**config.mk**
```make
export PLATFORM = sky130hd
export DESIGN_NAME = bresenham_line_rasterizer
export DESIGN_NICKNAME = d
export VERILOG_FILES = /design/src/design/blr_pkg.sv /design/src/design/bresenham_line_rasterizer.sv
export SDC_FILE = /design/constraint.sdc
export NUM_CORES = 1
export LEC_CHECK = 0
export BUFFER_PORTS_ARGS = -buffer_cell sky130_fd_sc_hd__clkbuf_2
export CORE_UTILIZATION = 45
export CTS_CLUSTER_DIAMETER = 200
export DETAILED_ROUTE_END_ITERATION = 7
export PLACE_DENSITY = 0.72
export REMOVE_ABC_BUFFERS = 1
export SYNTH_ARGS = -nofsm -noshare
export SYNTH_HDL_FRONTEND = slang
export SYNTH_SLANG_ARGS = --single-unit
```
**constraint.sdc**
```tcl
create_clock -name clk -period 7.1 [get_ports clk]
set_clock_uncertainty 0.05 [all_clocks]
set_input_delay 1.775 -clock clk [delete_from_list [all_inputs] [get_ports clk]]
set_output_delay 1.775 -clock clk [all_outputs]
set_load 0.02 [all_outputs]
```
**src/design/blr_pkg.sv**
```systemverilog
// ----------------------------------------------------------------------------
// blr_pkg
// Shared constants and types of the Bresenham line rasterizer.
// ----------------------------------------------------------------------------
package blr_pkg;

    localparam int COORD_BITS_DEFAULT = 12;
    localparam int DIM_BITS           = 13;
    localparam int ADDR_BITS          = 24;
    localparam int COLOR_BITS         = 32;
    localparam int CFG_INDEX_BITS     = 8;
    localparam int CFG_DATA_BITS      = 32;

    localparam logic [DIM_BITS-1:0]   WIDTH_RESET  = 13'd1024;
    localparam logic [DIM_BITS-1:0]   HEIGHT_RESET = 13'd768;
    localparam logic [COLOR_BITS-1:0] COLOR_RESET  = 32'h00FF_FFFF;

    typedef enum logic
    {
        OP_START   = 1'b0,
        OP_ADVANCE = 1'b1
    } op_t;

    typedef enum logic [CFG_INDEX_BITS-1:0]
    {
        CFG_SCREEN_WIDTH  = 8'd0,
        CFG_SCREEN_HEIGHT = 8'd1,
        CFG_DRAW_COLOR    = 8'd2
    } cfg_reg_t;

endpackage

```
**src/design/bresenham_line_rasterizer.sv**
```systemverilog
// ----------------------------------------------------------------------------
// bresenham_line_rasterizer
// Integer Bresenham line stepper with clipping and framebuffer addressing.
// ----------------------------------------------------------------------------
// A start beat (opcode 0) loads the endpoints with no pixel out. Each advance
// beat on an active line gives one pixel in the cycle after it is taken; the
// block takes one command per cycle unless a held pixel stalls it, with the
// error term update and the row-times-width address multiply feeding the
// pixel register. The pixel register frees whenever its beat is taken, so
// a new command is accepted in the same cycle the pending pixel leaves.
module bresenham_line_rasterizer
    import blr_pkg::*;
#(
    parameter int COORD_BITS = COORD_BITS_DEFAULT
)
(
    input  logic                      clk,
    input  logic                      rst_n,

    input  logic                      cfg_valid,
    output logic                      cfg_ready,
    input  logic [CFG_INDEX_BITS-1:0] cfg_index,
    input  logic [CFG_DATA_BITS-1:0]  cfg_data,

    input  logic                      cmd_valid,
    output logic                      cmd_ready,
    input  logic                      opcode,
    input  logic [COORD_BITS-1:0]     from_x,
    input  logic [COORD_BITS-1:0]     from_y,
    input  logic [COORD_BITS-1:0]     to_x,
    input  logic [COORD_BITS-1:0]     to_y,

    output logic                      pix_valid,
    input  logic                      pix_ready,
    output logic [COORD_BITS-1:0]     pixel_x,
    output logic [COORD_BITS-1:0]     pixel_y,
    output logic [ADDR_BITS-1:0]      word_address,
    output logic [COLOR_BITS-1:0]     color,
    output logic                      visible,
    output logic                      last
);

    localparam int EW   = COORD_BITS + 3;
    localparam int PW   = COORD_BITS + 1;
    localparam int DW   = COORD_BITS + 1;
    localparam int MW   = COORD_BITS + DIM_BITS + 1;
    localparam int AW   = (MW > ADDR_BITS) ? MW : ADDR_BITS;
    localparam int CW   = ((COORD_BITS > DIM_BITS) ? COORD_BITS : DIM_BITS) + 1;

    function automatic logic [COORD_BITS-1:0] step_coord(
        input logic [COORD_BITS-1:0] v,
        input logic                  negative
    );
        step_coord = negative ? (v - 1'b1) : (v + 1'b1);
    endfunction

    // configuration
    logic [DIM_BITS-1:0]   screen_width_reg;
    logic [DIM_BITS-1:0]   screen_height_reg;
    logic [COLOR_BITS-1:0] draw_color_reg;

    // line state
    logic [COORD_BITS-1:0] cur_x_reg,  cur_x_next;
    logic [COORD_BITS-1:0] cur_y_reg,  cur_y_next;
    logic signed [EW-1:0]  err_reg,    err_next;
    logic [COORD_BITS-1:0] abs_dx_reg, abs_dx_next;
    logic [COORD_BITS-1:0] abs_dy_reg, abs_dy_next;
    logic                  sxn_reg,    sxn_next;
    logic                  syn_reg,    syn_next;
    logic                  x_major_reg, x_major_next;
    logic [PW-1:0]         left_reg,   left_next;
    logic                  active_reg, active_next;

    // pixel register
    logic                  pix_valid_reg,  pix_valid_next;
    logic [COORD_BITS-1:0] pixel_x_reg;
    logic [COORD_BITS-1:0] pixel_y_reg;
    logic [ADDR_BITS-1:0]  addr_reg;
    logic [COLOR_BITS-1:0] color_reg;
    logic                  visible_reg;
    logic                  last_reg;

    logic                  cmd_fire;
    logic                  emit;
    logic signed [DW-1:0]  dx, dy;
    logic [COORD_BITS-1:0] adx, ady, major_d, minor_d, s_major, s_minor;
    logic signed [EW-1:0]  err_init;
    logic [AW-1:0]         addr_wide;
    logic                  vis;
    logic [PW-1:0]         left_dec;

    assign cfg_ready = 1'b1;
    assign cmd_ready = !pix_valid_reg || pix_ready;
    assign cmd_fire  = cmd_valid && cmd_ready;
    assign emit      = cmd_fire && (op_t'(opcode) == OP_ADVANCE) && active_reg;

    always_comb
    begin
        dx = $signed({1'b0, to_x}) - $signed({1'b0, from_x});
        dy = $signed({1'b0, to_y}) - $signed({1'b0, from_y});
        adx = dx[DW-1] ? COORD_BITS'(-dx) : dx[COORD_BITS-1:0];
        ady = dy[DW-1] ? COORD_BITS'(-dy) : dy[COORD_BITS-1:0];
        major_d = (adx > ady) ? adx : ady;
        minor_d = (adx > ady) ? ady : adx;
        err_init = $signed(EW'({minor_d, 1'b0})) - $signed(EW'(major_d));

        s_major = x_major_reg ? abs_dx_reg : abs_dy_reg;
        s_minor = x_major_reg ? abs_dy_reg : abs_dx_reg;

        addr_wide = AW'(cur_y_reg) * AW'(screen_width_reg) + AW'(cur_x_reg);
        vis = (CW'(cur_x_reg) < CW'(screen_width_reg))
           && (CW'(cur_y_reg) < CW'(screen_height_reg));
        left_dec = (left_reg != '0) ? (left_reg - 1'b1) : left_reg;
    end

    always_comb
    begin
        cur_x_next   = cur_x_reg;
        cur_y_next   = cur_y_reg;
        err_next     = err_reg;
        abs_dx_next  = abs_dx_reg;
        abs_dy_next  = abs_dy_reg;
        sxn_next     = sxn_reg;
        syn_next     = syn_reg;
        x_major_next = x_major_reg;
        left_next    = left_reg;
        active_next  = active_reg;

        if (cmd_fire && (op_t'(opcode) == OP_START))
        begin
            cur_x_next   = from_x;
            cur_y_next   = from_y;
            abs_dx_next  = adx;
            abs_dy_next  = ady;
            sxn_next     = dx[DW-1] || (dx == '0);
            syn_next     = dy[DW-1] || (dy == '0);
            x_major_next = adx > ady;
            err_next     = err_init;
            left_next    = PW'(major_d) + 1'b1;
            active_next  = 1'b1;
        end
        else if (emit)
        begin
            if (x_major_reg)
            begin
                cur_x_next = step_coord(cur_x_reg, sxn_reg);
                if (!err_reg[EW-1])
                begin
                    cur_y_next = step_coord(cur_y_reg, syn_reg);
                end
            end
            else
            begin
                cur_y_next = step_coord(cur_y_reg, syn_reg);
                if (!err_reg[EW-1])
                begin
                    cur_x_next = step_coord(cur_x_reg, sxn_reg);
                end
            end
            err_next = err_reg + $signed(EW'({s_minor, 1'b0}))
                     - (err_reg[EW-1] ? '0 : $signed(EW'({s_major, 1'b0})));
            left_next   = left_dec;
            active_next = (left_dec != '0);
        end
    end

    always_comb
    begin
        pix_valid_next = pix_valid_reg && !pix_ready;
        if (cmd_fire)
        begin
            pix_valid_next = emit;
        end
    end

    always_ff @(posedge clk or negedge rst_n)
    begin
        if (!rst_n)
        begin
            screen_width_reg  <= WIDTH_RESET;
            screen_height_reg <= HEIGHT_RESET;
            draw_color_reg    <= COLOR_RESET;
        end
        else if (cfg_valid && cfg_ready)
        begin
            unique case (cfg_index)
                CFG_SCREEN_WIDTH:  screen_width_reg  <= cfg_data[DIM_BITS-1:0];
                CFG_SCREEN_HEIGHT: screen_height_reg <= cfg_data[DIM_BITS-1:0];
                CFG_DRAW_COLOR:    draw_color_reg    <= cfg_data[COLOR_BITS-1:0];
                default:           ;
            endcase
        end
    end

    always_ff @(posedge clk or negedge rst_n)
    begin
        if (!rst_n)
        begin
            cur_x_reg     <= '0;
            cur_y_reg     <= '0;
            err_reg       <= '0;
            abs_dx_reg    <= '0;
            abs_dy_reg    <= '0;
            sxn_reg       <= 1'b0;
            syn_reg       <= 1'b0;
            x_major_reg   <= 1'b0;
            left_reg      <= '0;
            active_reg    <= 1'b0;
            pix_valid_reg <= 1'b0;
        end
        else
        begin
            cur_x_reg     <= cur_x_next;
            cur_y_reg     <= cur_y_next;
            err_reg       <= err_next;
            abs_dx_reg    <= abs_dx_next;
            abs_dy_reg    <= abs_dy_next;
            sxn_reg       <= sxn_next;
            syn_reg       <= syn_next;
            x_major_reg   <= x_major_next;
            left_reg      <= left_next;
            active_reg    <= active_next;
            pix_valid_reg <= pix_valid_next;
        end
    end

    // pixel payload, loaded only on a producing beat
    always_ff @(posedge clk)
    begin
        if (emit)
        begin
            pixel_x_reg <= cur_x_reg;
            pixel_y_reg <= cur_y_reg;
            addr_reg    <= addr_wide[ADDR_BITS-1:0];
            color_reg   <= draw_color_reg;
            visible_reg <= vis;
            last_reg    <= (left_reg == PW'(1));
        end
    end

    assign pix_valid    = pix_valid_reg;
    assign pixel_x      = pixel_x_reg;
    assign pixel_y      = pixel_y_reg;
    assign word_address = addr_reg;
    assign color        = color_reg;
    assign visible      = visible_reg;
    assign last         = last_reg;

endmodule

```
==> out/metrics.cfg <==
[placed_design]
io_buffers=177
place_congestion=0.866
place_area_mm2=0.0222
hpwl_um=38200

[synthesis]
yosysWarnings=0
yosys-top-cells-area=dfrtp_1, fa_1, edfxtp_1
synth_commonest_cells=inv_1, nand2_1, ha_1
ys_seq_elements=220
async_reset_ff_share_pct=62.7
yosysTopAreaCell=dfrtp_1
yosysSeqAreaShare_pct=31.0
syn_area_per_cell_um2=9.68
synth_top_flop_cell=dfrtp_1
synth_cells=1985
yosysMostFrequentCell=inv_1
synth_edf_count=82
synth_top_area_share_pct=14.5
yosys.cell_types.count=89
netlist_area_mm2=0.0192

[route]
postRouteAntennaNets=0
first_pass_iters=5
drtIter0Drc=892
wl_per_cell_um=17.1
via_per_inst=5.32
drc=0
wirelength_um=49900
via_count=15577

[clocking]
postCtsHoldBufs=0
cts-root-buf=clkbuf_16
cts_buffer_depth=3
clock_latency_ns=0.56
clkTransAtPathRegs_ns=0.06
cts.sinks=220
cts_tree=done
numCtsBuffers=25
htreeDepth=1

[cells_and_area]
final-seq-area_mm2=0.00596
fillerInstances=3637
synthToLayoutAreaGrowth_pct=24.0
fin_nets=2769
final_area_mm2=0.0238
diodes=0
multi_input_area_mm2=0.0125
drive_gt1_share_pct=28.1

[sta]
max_slew_margin_pct=34.5
rsz0062_at_grt=true
layout_min_cycle_time_ns=7.42
timing.final.ws_setup_ns=-0.324
final-setup-viol-count=8
timing.final.crit_share_pct=105
final-hold-violation-count=0
tightest_slew_ns=0.982
drv_slew=0
timing.setup.tns_ns=-1.47
fmax_mhz=135

[global_routing]
grt_pass1_vias=16200
grt_pass1_wl_um=81800
grt_usage_pct=23.1
grt_max_degree=77
antenna_found_initial=1
grt_overflow=0

[critical_path]
worstSetupStartpointType=input pin
cp_data_arrival_time_ns=7.82
critical_path_class=input pin to flip-flop
cp_max_fo=6
slowest_delay_ns=0.51
critPathSlowestCell=or4_4
crit_required_ns=7.50
endpoint_kind=flip-flop

[floorplan]
die_h_um=209
rows=75
dieArea_mm2=0.0435
start_util_pct=45.7
io_pins=179
coreArea_mm2=0.0420
die_w_um=209

[outcome]
violations=negative setup slack
status=complete, but fails checks

[min_path]
hp-class=flip-flop to flip-flop

[flow_run]
cap_violations=0

-- area by class of cell --
type,instances,area share (%)
inverters,284,4.50
repair buffers,427,11.9
multi-input cells,1411,52.3
flip-flops and latches,220,25.0
clock inverters,18,0.751
clock buffers,28,2.67
well taps,539,2.83
-- metrics by stage --
step / setup slack [ns] / hold slack [ns] / std cells / util, %
CTS: -0.172 / 0.394 / 2915 / 55.8
global placement: -1.38 / 0.372 / 2850 / 52.7
detailed placement: -1.56 / 0.379 / 2850 / 52.7
global route: -0.510 / 0.399 / 2927 / 56.7
floorplan: -2.19 / 0.369 / 1915 / -
finish: -0.324 / 0.394 / 2927 / 56.7
-- cell families after synthesis --
group,count (synthesis),share of synthesized area [%]
and+or+nand+nor,512,12.7
AOI/OAI and AO/OA,357,12.1
buffers and inverters,354,7.03
adders and majority gates,310,25.5
DFF,220,31.0
xor gates and xnor gates,127,5.91
muxes,104,5.76
other,1,0.0195
-- final timing paths --
path	from	endpoint	slack (ns)	cells past startpoint
min in group asynchronous	rst_n	pix_valid	1.22	1
worst min-delay path	draw_color_reg[27]	color[27]	0.39	0
max in group asynchronous	rst_n	cur_y_reg[1]	4.34	2
worst min register to register	draw_color_reg[27]	color[27]	0.39	0
worst max-delay path	to_x[0]	err_reg[14]	-0.32	34
worst max register to register	screen_width_reg[7]	word_address[23]	0.57	24
-- metal layers --
layer | vias up | part of all wire (%) | global-route usage (%)
met5 | - | 0.024 | 0
met4 | 2 | 2.3 | 6.57
met3 | 68 | 5.2 | 2.93
met2 | 408 | 47 | 38.6
met1 | 7675 | 45 | 31.5
li1 | 7424 | - | -
-- critical path: cells and delay by family --
kind,cells,cell delay (ns)
buffers and inverters,6,0.48
XOR/XNOR,1,0.17
AND/OR/NAND/NOR,6,1.14
AO/OA/AOI/OAI,12,2.08
multiplexers,2,0.35
adder cells (fa/ha/maj),7,1.81
-- what timing repair did --
action | CTS | global route
gates cloned | 1 | 0
resized for setup | 73 | 64
endpoints found under the setup margin | 15 | 12
buffers inserted | 20 | 12
pin swaps | 50 | 57
-- cell usage in the layout, fill, tap and decap left out, types with 9 or more instances in the layout --
cell type	Yosys	routed
ha_1	168	157
nand2b_1	15	15
nor2_1	95	90
dfstp_2	27	27
a21o_1	23	23
nor2b_1	12	11
edfxtp_1	82	82
mux2i_1	52	47
nand4_1	10	10
nand2_1	208	203
xnor2_1	80	75
fa_1	138	135
a31oi_1	9	9
o21bai_1	28	27
buf_4	2	242
a21oi_1	99	94
dfrtp_1	111	102
clkbuf_16	0	25
mux2_2	52	52
a211oi_1	15	15
o21ai_0	98	93
xor2_1	44	39
nand3_1	20	20
nor3_1	27	24
and2_1	80	78
clkbuf_2	0	174
inv_2	1	11
dfrtp_2	0	9
buf_6	0	9
inv_1	283	271
Power is left out: the tool's default activity adds up to more than one toggle a clock period on the data nets, which glitch-free logic cannot reach.
